===== src/rtl/ile_pkg.sv =====
// ----------------------------------------------------------------------------
// ile_pkg
// Shared codes, widths and types for the indexed list engine.
// ----------------------------------------------------------------------------
`default_nettype none

package ile_pkg;

    localparam int VAL_W  = 32;
    localparam int FUNC_W = 3;
    localparam int STAT_W = 2;

    localparam logic [FUNC_W-1:0] F_APPEND  = 3'd0;
    localparam logic [FUNC_W-1:0] F_INSERT  = 3'd1;
    localparam logic [FUNC_W-1:0] F_POP     = 3'd2;
    localparam logic [FUNC_W-1:0] F_REMOVE  = 3'd3;
    localparam logic [FUNC_W-1:0] F_READ    = 3'd4;
    localparam logic [FUNC_W-1:0] F_REVERSE = 3'd5;

    localparam logic [STAT_W-1:0] ST_OK    = 2'd0;
    localparam logic [STAT_W-1:0] ST_EMPTY = 2'd1;
    localparam logic [STAT_W-1:0] ST_RANGE = 2'd2;
    localparam logic [STAT_W-1:0] ST_FULL  = 2'd3;

    typedef struct packed {
        logic lt;
        logic eq;
    } t_cmp_flags;

endpackage

`default_nettype wire


===== src/rtl/ile_ram.sv =====
// ----------------------------------------------------------------------------
// ile_ram
// List storage: one write port, one read port with registered read data.
// ----------------------------------------------------------------------------
`default_nettype none

module ile_ram #(
    parameter int DEPTH = 64,
    parameter int AW    = 6
) (
    input  wire                      i_clk,
    input  wire                      i_we,
    input  wire  [AW-1:0]            i_wa,
    input  wire  [ile_pkg::VAL_W-1:0] i_wd,
    input  wire  [AW-1:0]            i_ra,
    output logic [ile_pkg::VAL_W-1:0] o_rd
);
    import ile_pkg::*;

    logic [VAL_W-1:0] r_mem [DEPTH];

    always_ff @(posedge i_clk) begin
        if (i_we) begin
            r_mem[i_wa] <= i_wd;
        end
    end

    always_ff @(posedge i_clk) begin
        o_rd <= r_mem[i_ra];
    end

endmodule

`default_nettype wire


===== src/rtl/ile_step_unit.sv =====
// ----------------------------------------------------------------------------
// ile_step_unit
// Shared index unit: increment or decrement of one operand, and a compare
// of that operand against a bound.
// ----------------------------------------------------------------------------
`default_nettype none

module ile_step_unit #(
    parameter int W = 7
) (
    input  wire  [W-1:0]              i_a,
    input  wire  [W-1:0]              i_b,
    input  wire                       i_dec,
    output logic [W-1:0]              o_nxt,
    output ile_pkg::t_cmp_flags       o_flags
);
    import ile_pkg::*;

    always_comb begin
        o_nxt      = i_dec ? (i_a - W'(1)) : (i_a + W'(1));
        o_flags.lt = (i_a < i_b);
        o_flags.eq = (i_a == i_b);
    end

endmodule

`default_nettype wire


===== src/rtl/indexed_list_engine_core.sv =====
// ----------------------------------------------------------------------------
// indexed_list_engine_core
// Ordered list of signed 32-bit values with positional insert and remove.
// One request item enters on the s_axis side: the operation code in tuser,
// the position and the value in tdata. One result item leaves on the m_axis
// side for every request: the status in tuser, the read value and the new
// length in tdata. The block takes one request at a time and can accept the
// next one in the cycle in which the result appears; s_axis_tready is high
// while the sequencer is idle, also while a result still waits.
// Insert moves each entry from the position up by one place, remove moves each
// entry above the position down by one place, and reverse swaps pairs from both
// ends inward; each step goes through the single memory read port and the
// shared index unit.
// Reset empties the list at once; the stored words are not cleared. A stalled
// receiver holds the finished result in the output register, and the
// sequencer waits before its next result.
// ----------------------------------------------------------------------------
`default_nettype none

module indexed_list_engine_core #(
    parameter int CAPACITY = 64
) (
    input  wire                                i_clk,
    input  wire                                i_rst_n,
    input  wire                                s_axis_tvalid,
    output logic                               s_axis_tready,
    // position, new_value, zero pad
    input  wire  [((($clog2(CAPACITY+1))+32+7)/8)*8-1:0] s_axis_tdata,
    // func
    input  wire  [ile_pkg::FUNC_W-1:0]         s_axis_tuser,
    output logic                               m_axis_tvalid,
    input  wire                                m_axis_tready,
    // read_value, length, zero pad
    output logic [((($clog2(CAPACITY+1))+32+7)/8)*8-1:0] m_axis_tdata,
    // status
    output logic [ile_pkg::STAT_W-1:0]         m_axis_tuser
);
    import ile_pkg::*;

    localparam int CW     = $clog2(CAPACITY + 1);
    localparam int AW     = $clog2(CAPACITY);
    localparam int DW     = ((CW + VAL_W + 7) / 8) * 8;
    localparam int PAD_W  = DW - CW - VAL_W;
    localparam logic [CW-1:0] CAP_C = CW'(CAPACITY);

    localparam logic [4:0] S_IDLE      = 5'd0;
    localparam logic [4:0] S_DECODE    = 5'd1;
    localparam logic [4:0] S_INS_RD    = 5'd2;
    localparam logic [4:0] S_INS_WR    = 5'd3;
    localparam logic [4:0] S_INS_PUT   = 5'd4;
    localparam logic [4:0] S_RD_WAIT   = 5'd5;
    localparam logic [4:0] S_REM_START = 5'd6;
    localparam logic [4:0] S_REM_CHK   = 5'd7;
    localparam logic [4:0] S_REM_RD    = 5'd8;
    localparam logic [4:0] S_REM_WR    = 5'd9;
    localparam logic [4:0] S_REV_START = 5'd10;
    localparam logic [4:0] S_REV_CHK   = 5'd11;
    localparam logic [4:0] S_REV_RA    = 5'd12;
    localparam logic [4:0] S_REV_RB    = 5'd13;
    localparam logic [4:0] S_REV_WA    = 5'd14;
    localparam logic [4:0] S_REV_WB    = 5'd15;
    localparam logic [4:0] S_DONE      = 5'd16;

    logic [4:0]        r_state,   n_state;
    logic [FUNC_W-1:0] r_func,    n_func;
    logic [CW-1:0]     r_pos,     n_pos;
    logic [VAL_W-1:0]  r_val,     n_val;
    logic [CW-1:0]     r_count,   n_count;
    logic [CW-1:0]     r_idx,     n_idx;
    logic [CW-1:0]     r_wa,      n_wa;
    logic [CW-1:0]     r_hi,      n_hi;
    logic [VAL_W-1:0]  r_hold,    n_hold;
    logic [STAT_W-1:0] r_status,  n_status;
    logic [VAL_W-1:0]  r_rd,      n_rd;
    logic              r_ovalid,  n_ovalid;
    logic [STAT_W-1:0] r_ostatus, n_ostatus;
    logic [VAL_W-1:0]  r_ord,     n_ord;
    logic [CW-1:0]     r_olen,    n_olen;

    logic [CW-1:0]     u_a;
    logic [CW-1:0]     u_b;
    logic              u_dec;
    logic [CW-1:0]     u_nxt;
    t_cmp_flags        u_flags;

    logic              mem_we;
    logic [CW-1:0]     mem_wa;
    logic [VAL_W-1:0]  mem_wd;
    logic [CW-1:0]     mem_ra;
    logic [VAL_W-1:0]  mem_rd;

    logic              empty;
    logic              full;

    ile_step_unit #(
        .W (CW)
    ) u_step (
        .i_a     (u_a),
        .i_b     (u_b),
        .i_dec   (u_dec),
        .o_nxt   (u_nxt),
        .o_flags (u_flags)
    );

    ile_ram #(
        .DEPTH (CAPACITY),
        .AW    (AW)
    ) u_ram (
        .i_clk (i_clk),
        .i_we  (mem_we),
        .i_wa  (mem_wa[AW-1:0]),
        .i_wd  (mem_wd),
        .i_ra  (mem_ra[AW-1:0]),
        .o_rd  (mem_rd)
    );

    assign empty = (r_count == '0);
    assign full  = (r_count == CAP_C);

    assign s_axis_tready = (r_state == S_IDLE);
    assign m_axis_tvalid = r_ovalid;
    assign m_axis_tuser  = r_ostatus;
    assign m_axis_tdata  = {{PAD_W{1'b0}}, r_olen, r_ord};

    always_comb begin
        n_state   = r_state;
        n_func    = r_func;
        n_pos     = r_pos;
        n_val     = r_val;
        n_count   = r_count;
        n_idx     = r_idx;
        n_wa      = r_wa;
        n_hi      = r_hi;
        n_hold    = r_hold;
        n_status  = r_status;
        n_rd      = r_rd;
        n_ovalid  = r_ovalid;
        n_ostatus = r_ostatus;
        n_ord     = r_ord;
        n_olen    = r_olen;
        u_a       = r_pos;
        u_b       = r_count;
        u_dec     = 1'b0;
        mem_we    = 1'b0;
        mem_wa    = r_count;
        mem_wd    = r_val;
        mem_ra    = r_idx;

        if (r_ovalid && m_axis_tready) begin
            n_ovalid = 1'b0;
        end

        unique case (r_state)
            S_IDLE: begin
                if (s_axis_tvalid) begin
                    n_func  = s_axis_tuser;
                    n_pos   = s_axis_tdata[CW-1:0];
                    n_val   = s_axis_tdata[CW +: VAL_W];
                    n_state = S_DECODE;
                end
            end
            S_DECODE: begin
                n_status = ST_OK;
                n_rd     = '0;
                n_state  = S_DONE;
                unique case (r_func)
                    F_APPEND: begin
                        u_a = r_count;
                        if (full) begin
                            n_status = ST_FULL;
                        end else begin
                            mem_we  = 1'b1;
                            mem_wa  = r_count;
                            mem_wd  = r_val;
                            n_count = u_nxt;
                        end
                    end
                    F_INSERT: begin
                        if (!(u_flags.lt || u_flags.eq)) begin
                            n_status = ST_RANGE;
                        end else if (full) begin
                            n_status = ST_FULL;
                        end else begin
                            n_idx   = r_count;
                            n_state = u_flags.eq ? S_INS_PUT : S_INS_RD;
                        end
                    end
                    F_POP: begin
                        u_a   = r_count;
                        u_dec = 1'b1;
                        if (empty) begin
                            n_status = ST_EMPTY;
                        end else begin
                            n_count = u_nxt;
                            mem_ra  = u_nxt;
                            n_state = S_RD_WAIT;
                        end
                    end
                    F_REMOVE: begin
                        if (empty) begin
                            n_status = ST_EMPTY;
                        end else if (!u_flags.lt) begin
                            n_status = ST_RANGE;
                        end else begin
                            n_idx   = r_pos;
                            n_state = S_REM_START;
                        end
                    end
                    F_READ: begin
                        if (empty) begin
                            n_status = ST_EMPTY;
                        end else if (!u_flags.lt) begin
                            n_status = ST_RANGE;
                        end else begin
                            mem_ra  = r_pos;
                            n_state = S_RD_WAIT;
                        end
                    end
                    F_REVERSE: begin
                        if (!empty) begin
                            n_idx   = '0;
                            n_state = S_REV_START;
                        end
                    end
                    default: begin
                    end
                endcase
            end
            S_INS_RD: begin
                u_a     = r_idx;
                u_dec   = 1'b1;
                mem_ra  = u_nxt;
                n_wa    = r_idx;
                n_idx   = u_nxt;
                n_state = S_INS_WR;
            end
            S_INS_WR: begin
                mem_we  = 1'b1;
                mem_wa  = r_wa;
                mem_wd  = mem_rd;
                u_a     = r_idx;
                u_b     = r_pos;
                n_state = u_flags.eq ? S_INS_PUT : S_INS_RD;
            end
            S_INS_PUT: begin
                mem_we  = 1'b1;
                mem_wa  = r_pos;
                mem_wd  = r_val;
                u_a     = r_count;
                n_count = u_nxt;
                n_state = S_DONE;
            end
            S_RD_WAIT: begin
                n_rd    = mem_rd;
                n_state = S_DONE;
            end
            S_REM_START: begin
                u_a     = r_count;
                u_dec   = 1'b1;
                n_count = u_nxt;
                n_state = S_REM_CHK;
            end
            S_REM_CHK: begin
                u_a     = r_idx;
                u_b     = r_count;
                n_state = u_flags.lt ? S_REM_RD : S_DONE;
            end
            S_REM_RD: begin
                u_a     = r_idx;
                mem_ra  = u_nxt;
                n_wa    = r_idx;
                n_idx   = u_nxt;
                n_state = S_REM_WR;
            end
            S_REM_WR: begin
                mem_we  = 1'b1;
                mem_wa  = r_wa;
                mem_wd  = mem_rd;
                u_a     = r_idx;
                u_b     = r_count;
                n_state = u_flags.lt ? S_REM_RD : S_DONE;
            end
            S_REV_START: begin
                u_a     = r_count;
                u_dec   = 1'b1;
                n_hi    = u_nxt;
                n_state = S_REV_CHK;
            end
            S_REV_CHK: begin
                u_a     = r_idx;
                u_b     = r_hi;
                n_state = u_flags.lt ? S_REV_RA : S_DONE;
            end
            S_REV_RA: begin
                mem_ra  = r_idx;
                n_state = S_REV_RB;
            end
            S_REV_RB: begin
                mem_ra  = r_hi;
                n_hold  = mem_rd;
                n_state = S_REV_WA;
            end
            S_REV_WA: begin
                mem_we  = 1'b1;
                mem_wa  = r_idx;
                mem_wd  = mem_rd;
                u_a     = r_idx;
                n_idx   = u_nxt;
                n_state = S_REV_WB;
            end
            S_REV_WB: begin
                mem_we  = 1'b1;
                mem_wa  = r_hi;
                mem_wd  = r_hold;
                u_a     = r_hi;
                u_dec   = 1'b1;
                n_hi    = u_nxt;
                n_state = S_REV_CHK;
            end
            S_DONE: begin
                if (!r_ovalid || m_axis_tready) begin
                    n_ovalid  = 1'b1;
                    n_ostatus = r_status;
                    n_ord     = r_rd;
                    n_olen    = r_count;
                    n_state   = S_IDLE;
                end
            end
            default: begin
                n_state = S_IDLE;
            end
        endcase
    end

    always_ff @(posedge i_clk) begin
        if (!i_rst_n) begin
            r_state  <= S_IDLE;
            r_count  <= '0;
            r_ovalid <= 1'b0;
        end else begin
            r_state  <= n_state;
            r_count  <= n_count;
            r_ovalid <= n_ovalid;
        end
    end

    always_ff @(posedge i_clk) begin
        r_func    <= n_func;
        r_pos     <= n_pos;
        r_val     <= n_val;
        r_idx     <= n_idx;
        r_wa      <= n_wa;
        r_hi      <= n_hi;
        r_hold    <= n_hold;
        r_status  <= n_status;
        r_rd      <= n_rd;
        r_ostatus <= n_ostatus;
        r_ord     <= n_ord;
        r_olen    <= n_olen;
    end

    a_count_bound: assert property (@(posedge i_clk) disable iff (!i_rst_n)
        r_count <= CAP_C)
        else $error("list length above capacity");

    a_accept_decode: assert property (@(posedge i_clk) disable iff (!i_rst_n)
        (s_axis_tvalid && s_axis_tready) |=> (r_state == S_DECODE))
        else $error("accepted item not decoded");

    a_append_grows: assert property (@(posedge i_clk) disable iff (!i_rst_n)
        (r_state == S_DECODE && r_func == F_APPEND && !full)
        |=> (r_count == $past(r_count) + CW'(1)))
        else $error("append did not grow the list");

    a_result_from_done: assert property (@(posedge i_clk) disable iff (!i_rst_n)
        $rose(r_ovalid) |-> ($past(r_state) == S_DONE))
        else $error("result loaded outside the done state");

    a_write_in_range: assert property (@(posedge i_clk) disable iff (!i_rst_n)
        mem_we |-> (mem_wa < CAP_C))
        else $error("memory write beyond capacity");

endmodule

`default_nettype wire

===== config.mk =====
export PLATFORM = sky130hd
export DESIGN_NAME = indexed_list_engine_core
export DESIGN_NICKNAME = d
export VERILOG_FILES = /design/src/rtl/ile_pkg.sv /design/src/rtl/ile_ram.sv /design/src/rtl/ile_step_unit.sv /design/src/rtl/indexed_list_engine_core.sv
export SDC_FILE = /design/constraint.sdc
export NUM_CORES = 2
export LEC_CHECK = 0
export BUFFER_PORTS_ARGS = -buffer_cell sky130_fd_sc_hd__buf_2
export CAP_MARGIN = 30
export CORE_ASPECT_RATIO = 1.75
export CORE_MARGIN = 2
export CORE_UTILIZATION = 55
export CTS_CLUSTER_DIAMETER = 80
export DETAILED_ROUTE_END_ITERATION = 8
export HOLD_SLACK_MARGIN = 0.06
export PLACE_DENSITY_LB_ADDON = 0.25
export SYNTH_ARGS = -nofsm -noshare
export SYNTH_HDL_FRONTEND = slang
export SYNTH_SLANG_ARGS = --single-unit

===== constraint.sdc =====
create_clock -name i_clk -period 5.2 [get_ports i_clk]
set_input_delay 1.04 -clock i_clk [delete_from_list [all_inputs] [get_ports i_clk]]
set_output_delay 1.04 -clock i_clk [all_outputs]
set_load 0.01 [all_outputs]

# ---- Word-level counts from Yosys, hierarchy flattened
# Memory sizes are Yosys's and may differ from the RTL's. A register that Yosys moved wholly into a read port is not among the register bits.
# Cells that the tools add are included.
# W data, S select, Z words.
dict set report word_totals {
  regBits 182
  ramBits 2048
  inputBits 47
  output_inout_bits 44
  mem_count 1
}
# name depth width rd rd_ports_with_merged_regs wr line
set memory_table {}
lappend memory_table {u_ram.r_mem 64 32 1 1 1 ile_ram.sv:20} ;# logic [VAL_W-1:0] r_mem [DEPTH];
dict set report op_classes {
  n_addsub 2
  magnitude_cmp 1
  eq_ne 32
  mux 52
  n_reduce_logical 29
}
# cell count
set ops {}
lappend ops {{$pmux W32 S2} 2}
lappend ops {{$pmux W5 S14} 1}
lappend ops {{$mux W7} 9}
lappend ops {{$mux W5} 12}
lappend ops {{$pmux W7 S2} 4}
lappend ops {{$eq A5 B4 Y1 const B} 8}
lappend ops {{$pmux W7 S4} 1}
lappend ops {{$pmux W5 S5} 1}
lappend ops {{$pmux W6 S4} 1}
lappend ops {{$pmux W7 S3} 1}
lappend ops {{$eq A5 B3 Y1 const B} 4}
lappend ops {{$pmux W6 S3} 1}
lappend ops {{$reduce_or A2 Y1} 8}
lappend ops {{$ne A3 B3 Y1 const B} 5}
lappend ops {{$pmux W6 S2} 1}
lappend ops {{$eq A5 B2 Y1 const B} 2}
lappend ops {{$mux W1} 9}
lappend ops {{$reduce_or A3 Y1} 3}
lappend ops {{$mux W2} 4}
lappend ops {{$pmux W2 S4} 1}
lappend ops {{$add A7 B1 Y7 const B} 1}
lappend ops {{$eq A7 B7 Y1} 1}
lappend ops {{$eq A7 B7 Y1 const B} 1}
lappend ops {{$logic_not A7 Y1} 1}
lappend ops {{other kinds (25)} 34}

# ---- Depth between registers and ports, before layout
dict set report logic_depth {
  depth_word 10
  depth_mapped 22
  ltp_nobuf 18
}

# ---- Cells and area by module
# From an unflattened synthesis, not the netlist that was laid out.
dict set report hier_totals {
  hier_cells 3974
  area_unflattened_um2 86902.1
}
# mod n_inst cells_each area_per_inst_um2
set by_module_without_submodules {}
lappend by_module_without_submodules {ile_ram 1 3323 78509.0}
lappend by_module_without_submodules {indexed_list_engine_core 1 596 7970.1}
lappend by_module_without_submodules {ile_step_unit 1 55 422.9}

# ---- Worst setup path before layout
# Ideal clock, no wire load.
dict set report synth_path {
  kind {reg2reg}
  start {reg r_state[0]}
  end {reg u_ram.o_rd[2] (netlist bit) (read register of u_ram.r_mem)}
  setup_time_ns 0.116
  t_arrival_ns 4.950
  setup_slack_ns 0.134
  stages_incl_launch_ff 20
  path_buffers 5
  period_less_slack_ns 5.066
  cell_sequence {dfxtp_1 > clkbuf_1 > buf_1 > nor2_1 > a2111oi_0 > a222oi_1 > nand2_1 > ha_1 > a21oi_1 > o21ai_0 > nor3_2 > mux2_2 > a221o_1 > buf_2 > clkbuf_1 > clkbuf_1 > mux4_2 > mux2i_1 > a22oi_1 > and4_1}
}
dict set report synth_between {
  elab_chain_cells 8
  word_cells_on_any_way 29
  classes_between {2 x add/sub; 1 x order compare; 13 x eq/ne; 9 x mux; 4 x reduce/logical}
}
# item line
set synth_rtl {}
lappend synth_rtl {{start, declared} indexed_list_engine_core.sv:64} ;# logic [4:0] r_state, n_state;
lappend synth_rtl {{start signal, assigned} indexed_list_engine_core.sv:341} ;# r_state <= n_state;
lappend synth_rtl {{$eq A5 B4 Y1 (tied with other cells)} indexed_list_engine_core.sv:153} ;# unique case (r_state)
lappend synth_rtl {{$reduce_or A7 Y1 (no source line) / $reduce_or A3 Y1 (equally long branches)} -}
lappend synth_rtl {{$pmux W7 S4} indexed_list_engine_core.sv:153}
lappend synth_rtl {{$add A7 B1 Y7 (tied with other cells)} ile_step_unit.sv:20} ;# o_nxt = i_dec ? (i_a - W'(1)) : (i_a + W'(1));
lappend synth_rtl {{$mux W7, on equally long branches} -}
lappend synth_rtl {{$mux W6 / $mux W7 (equally long branches)} -}
lappend synth_rtl {{$pmux W6 S2} indexed_list_engine_core.sv:166} ;# unique case (r_func)
lappend synth_rtl {{$pmux W6 S3 (*)} indexed_list_engine_core.sv:153}
lappend synth_rtl {{end, declared} ile_ram.sv:16} ;# output logic [ile_pkg::VAL_W-1:0] o_rd
# Mark *: on every way between the ends. The rest lies on a longest branch, timed or not.
# A chain may end at the register's enable or synchronous reset.

# ---- Worst setup path in the final report
dict set report layout_path {
  start {reg r_state[3]}
  end {reg u_ram.o_rd[12] (netlist bit) (read register of u_ram.r_mem)}
}
# Same word-level chain as after synthesis.

==> impl_results.rst <==
.. list-table::
   :header-rows: 1

   * - Metric
     - Value
   * - Outcome
     - finished clean
   * - Core box area
     - ~160000 sq um
   * - Fraction of layout cells with a size suffix above 1
     - between 30% and 40%
   * - Kind of end point of the critical path
     - flip-flop
   * - Type of origin of the critical path
     - flip-flop
   * - Netlist area before placement
     - between 80000 and 90000 sq um
   * - Post-synthesis average cell area
     - ~22 sq um
   * - Fin Setup TNS
     - 0 ns
   * - Syn nets
     - 4126
   * - Cell type group with the largest total delay on the critical path
     - compound AO/OA/AOI/OAI gates
   * - Maximum clock insertion buffer count
     - 4
   * - Static Leakage
     - 33.2 nW
   * - Final Slew Violations
     - 0
   * - Multi-input combinational cell area
     - ~20000 sq um
   * - Final hold violation count
     - 0
   * - Power density relative to cell area
     - between 400 and 500 nW/um^2
   * - Final setup violation count
     - 0
   * - Count of buffers from port buffering
     - between 80 and 90
   * - Final Hold Slack
     - 0.378 ns
   * - Worst Path Arrival
     - just under 6 ns
   * - First-pass GRT wire length
     - between 300000 and 400000 microns
   * - Final critical delay including setup and external delays
     - 5.14 ns
   * - TritonCTS clock tree
     - yes
   * - Number of sinks handled by clock tree synthesis
     - roughly 2300
   * - Post-synthesis register bit count
     - 2262
   * - H-tree level count
     - 4
   * - Type of the tightest min-delay check
     - input pin to flip-flop
   * - Portion of total power attributed to the clock network
     - ~33%
   * - Number of unique standard cell types used by synthesis
     - between 80 and 90
   * - Initial antenna violation count
     - 21
   * - Synthesis-to-layout area growth
     - 17.0%
   * - Worst-Margin Slew
     - between 1 and 1.5 ns
   * - Post-Syn Instances
     - just over 4000
   * - Slew Limit Headroom
     - between 30% and 40%
   * - Max-cap viol count
     - 0
   * - Largest net degree at the start of global routing
     - 65
   * - Primary flip-flop cell chosen by synthesis mapping
     - edfxtp_1
   * - Seq/Total Area, Yosys
     - ~77%
   * - Cells after DPL
     - 6518
   * - Kind of critical path
     - flip-flop to flip-flop
   * - Total track usage
     - about 28%
   * - Post-route fraction of the period consumed by the critical path
     - slightly below 100%
   * - Vias in the first global route
     - 45800
   * - Power, Total
     - 42.5 mW
   * - WP buf/inv
     - 3
   * - Post-CTS clock slew at the launch and capture registers of the worst setup and hold paths
     - approximately 0.070 ns
   * - Global route overflow
     - 0
   * - Number of top-level pins
     - 91
   * - Average via count per standard cell
     - about 6.5
   * - CP max stage delay
     - around 0.69 ns
   * - Cell Chain, Critical Path
     - nor2b_2 -> a21oi_2 -> nor2_2 -> a2111oi_4 -> buf_4 -> a222oi_1 -> nand2_1 -> ha_1 -> nand4_1 -> a21oi_2 -> nor3_2 -> mux2_2 -> a221o_4 -> buf_12 -> buf_12 -> mux4_2 -> mux2i_1 -> a22oi_1 -> and4_1
   * - Largest fanout on the critical path
     - 58
   * - Maximum clock skew at final layout
     - around 0.052 ns
   * - Die Y
     - 532 microns
   * - Starting DRC count in detailed routing
     - 5275
   * - Clock root buffer
     - clkbuf_16
   * - Number of rows in the core area
     - between 150 and 200
   * - Async set-reset flop share out of synthesis
     - 0%
   * - DIE AREA
     - roughly 160000 sq um
   * - Die Span X
     - 305 microns
   * - Worst-case vdd ir drop
     - roughly 0.26 mV
   * - Total half-perimeter wirelength after legalization and detailed placement
     - roughly 140000 microns
   * - EDFF count, synth
     - 2217
   * - Sequential cell area
     - 67500 sq um
   * - Total Nets Final
     - 4738
   * - Internal
     - 31.8 mW
   * - Proportion of total power due to net switching
     - between 20% and 30%
   * - Clock latency on the worst-skew pair
     - roughly 0.86 ns
   * - RD Place Congestion
     - approximately 0.93
   * - First drt pass iteration count
     - 6
   * - Initial standard-cell utilization of the core
     - between 50% and 60%
   * - Data required, critical path
     - ~6 ns
   * - Sequential fraction of design power
     - approximately half
   * - Wirelength per Cell
     - 33.4 microns
   * - Vias
     - 45000
   * - Switching power total
     - between 10 and 15 mW
   * - Final wirelength
     - about 230000 microns
   * - Fill cell count
     - a little over 10000
   * - Clock buffer count from CTS
     - approximately 190
   * - Number of standard cells in the layout, taps in and fillers out
     - roughly 6900
   * - Remaining number of nets flagged by the antenna check after routing
     - 0
   * - Critical-path top delay cell
     - a22oi_1
   * - Worst setup slack after placement
     - -0.507 ns
   * - Max Fclk
     - just under 200 MHz
   * - Warnings from Yosys
     - 0
   * - Crit path setup slack, layout
     - 0.0562 ns
   * - Power share of the combinational group
     - around 18%
   * - Count of unresolved DRC violations after routing
     - 0
area by class of cell:
| class | count | area share (%) |
|---|---|---|
| diodes | 18 | 0.0440 |
| clock buffers | 231 | 4.95 |
| clock inverters | 106 | 0.909 |
| inverters | 17 | 0.0623 |
| multi-input cells | 1574 | 19.3 |
| flip-flops and latches | 2262 | 65.9 |
| well taps | 2047 | 2.50 |
| repair buffers | 628 | 6.34 |
layout by cell type (no fill, tap or decap), drive strengths merged, types with 9 or more instances in the layout:
master	instances
a21oi	30
a221o	9
a22oi	129
a32oi	34
and2	39
and4	31
buf	626
bufinv	16
clkbuf	233
clkinv	79
clkinvlp	9
dfxtp	45
diode	18
edfxtp	2217
ha	13
inv	19
mux2i	238
mux4	510
nand2	188
nand3	24
nand4	9
nor2	128
nor2b	10
nor3	15
o21ai	34
or3	10
power groups by stage:
| stage | registers [mW] | clock network (mW) | logic [mW] |
|---|---|---|---|
| after floorplan | 21.2 | 0 | 4.09 |
| after global placement | 21.3 | 0 | 7.25 |
| after detailed placement | 21.4 | 0 | 7.36 |
| after CTS | 21.0 | 14.2 | 7.42 |
| after global routing | 21.0 | 14.8 | 7.84 |
| final | 21.0 | 14.0 | 7.50 |
final timing paths:
check	from	to	slack, ns	depth (start not counted)
max	r_state[3]	u_ram.o_rd[12]	0.06	19
min reg2reg	r_rd[6]	r_ord[6]	0.41	0
max reg2reg	r_state[3]	u_ram.o_rd[12]	0.06	19
min	s_axis_tdata[5]	r_pos[5]	0.38	1
logic make-up after synthesis:
kind of cell               count (synthesis)  share of synthesized area [%]
DFF                                     2262                           77.1
muxes                                    755                           15.9
and+or+nand+nor                          483                           2.65
AOI/OAI and AO/OA                        311                           2.69
buffers and inverters                    229                           1.26
adders and majority gates                 15                          0.220
xor gates and xnor gates                   9                         0.0901
other                                      1                        0.00429
Yosys cell counts (all sizes together), types with 13 or more instances:
| library cell | number | area, sq um |
|---|---|---|
| inv | 17 | 63.8 |
| mux4 | 510 | 11500 |
| a21oi | 30 | 150 |
| nor3 | 15 | 101 |
| nand3 | 24 | 120 |
| a22oi | 129 | 968 |
| o21ai | 34 | 170 |
| ha | 13 | 163 |
| dfxtp | 45 | 901 |
| clkbuf | 100 | 379 |
| edfxtp | 2217 | 66600 |
| nand2 | 188 | 706 |
| buf | 112 | 657 |
| and4 | 31 | 272 |
| and2 | 39 | 244 |
| a32oi | 34 | 298 |
| nor2 | 128 | 480 |
| mux2i | 238 | 2380 |
metal layers:
layer | track usage [%] | wire [microns]
met3 | 4.35 | 16800
met4 | 16.7 | 15300
met1 | 33.7 | 78700
met2 | 48.9 | 119000
met5 | 0 | 72
state kept, by name (all words and copies together) (netlist names):
register and count:
r_state 5, r_hold 32, r_val 32, r_count 7, u_ram.r_mem 2048, u_ram.o_rd 32
r_func 3, r_status 2, r_idx 7, r_pos 7, r_rd 32, r_olen 7
m_axis_tuser 2, r_wa 6, r_hi 7, r_ord 32, m_axis_tvalid 1
metrics by stage:
step | cell area, sq um | util [%]
floorplan | 87500 | -
global placement | 95800 | 60.7
detailed placement | 96000 | 60.8
CTS | 102000 | 64.6
global route | 102000 | 64.8
finish | 102000 | 64.8
what timing repair did:
| item | 4_1_cts | 5_1_grt |
|---|---|---|
| setup buffers | 2 | 5 |
| gates resized for setup | 11 | 33 |
| endpoints found under the setup margin | 32 | 31 |
| pin swaps | 3 | 8 |
| hold buffers | 0 | 0 |
| endpoints found under the hold margin | 0 | 0 |
| gates cloned | 0 | 2 |
(Power assumes the default switching activity.)
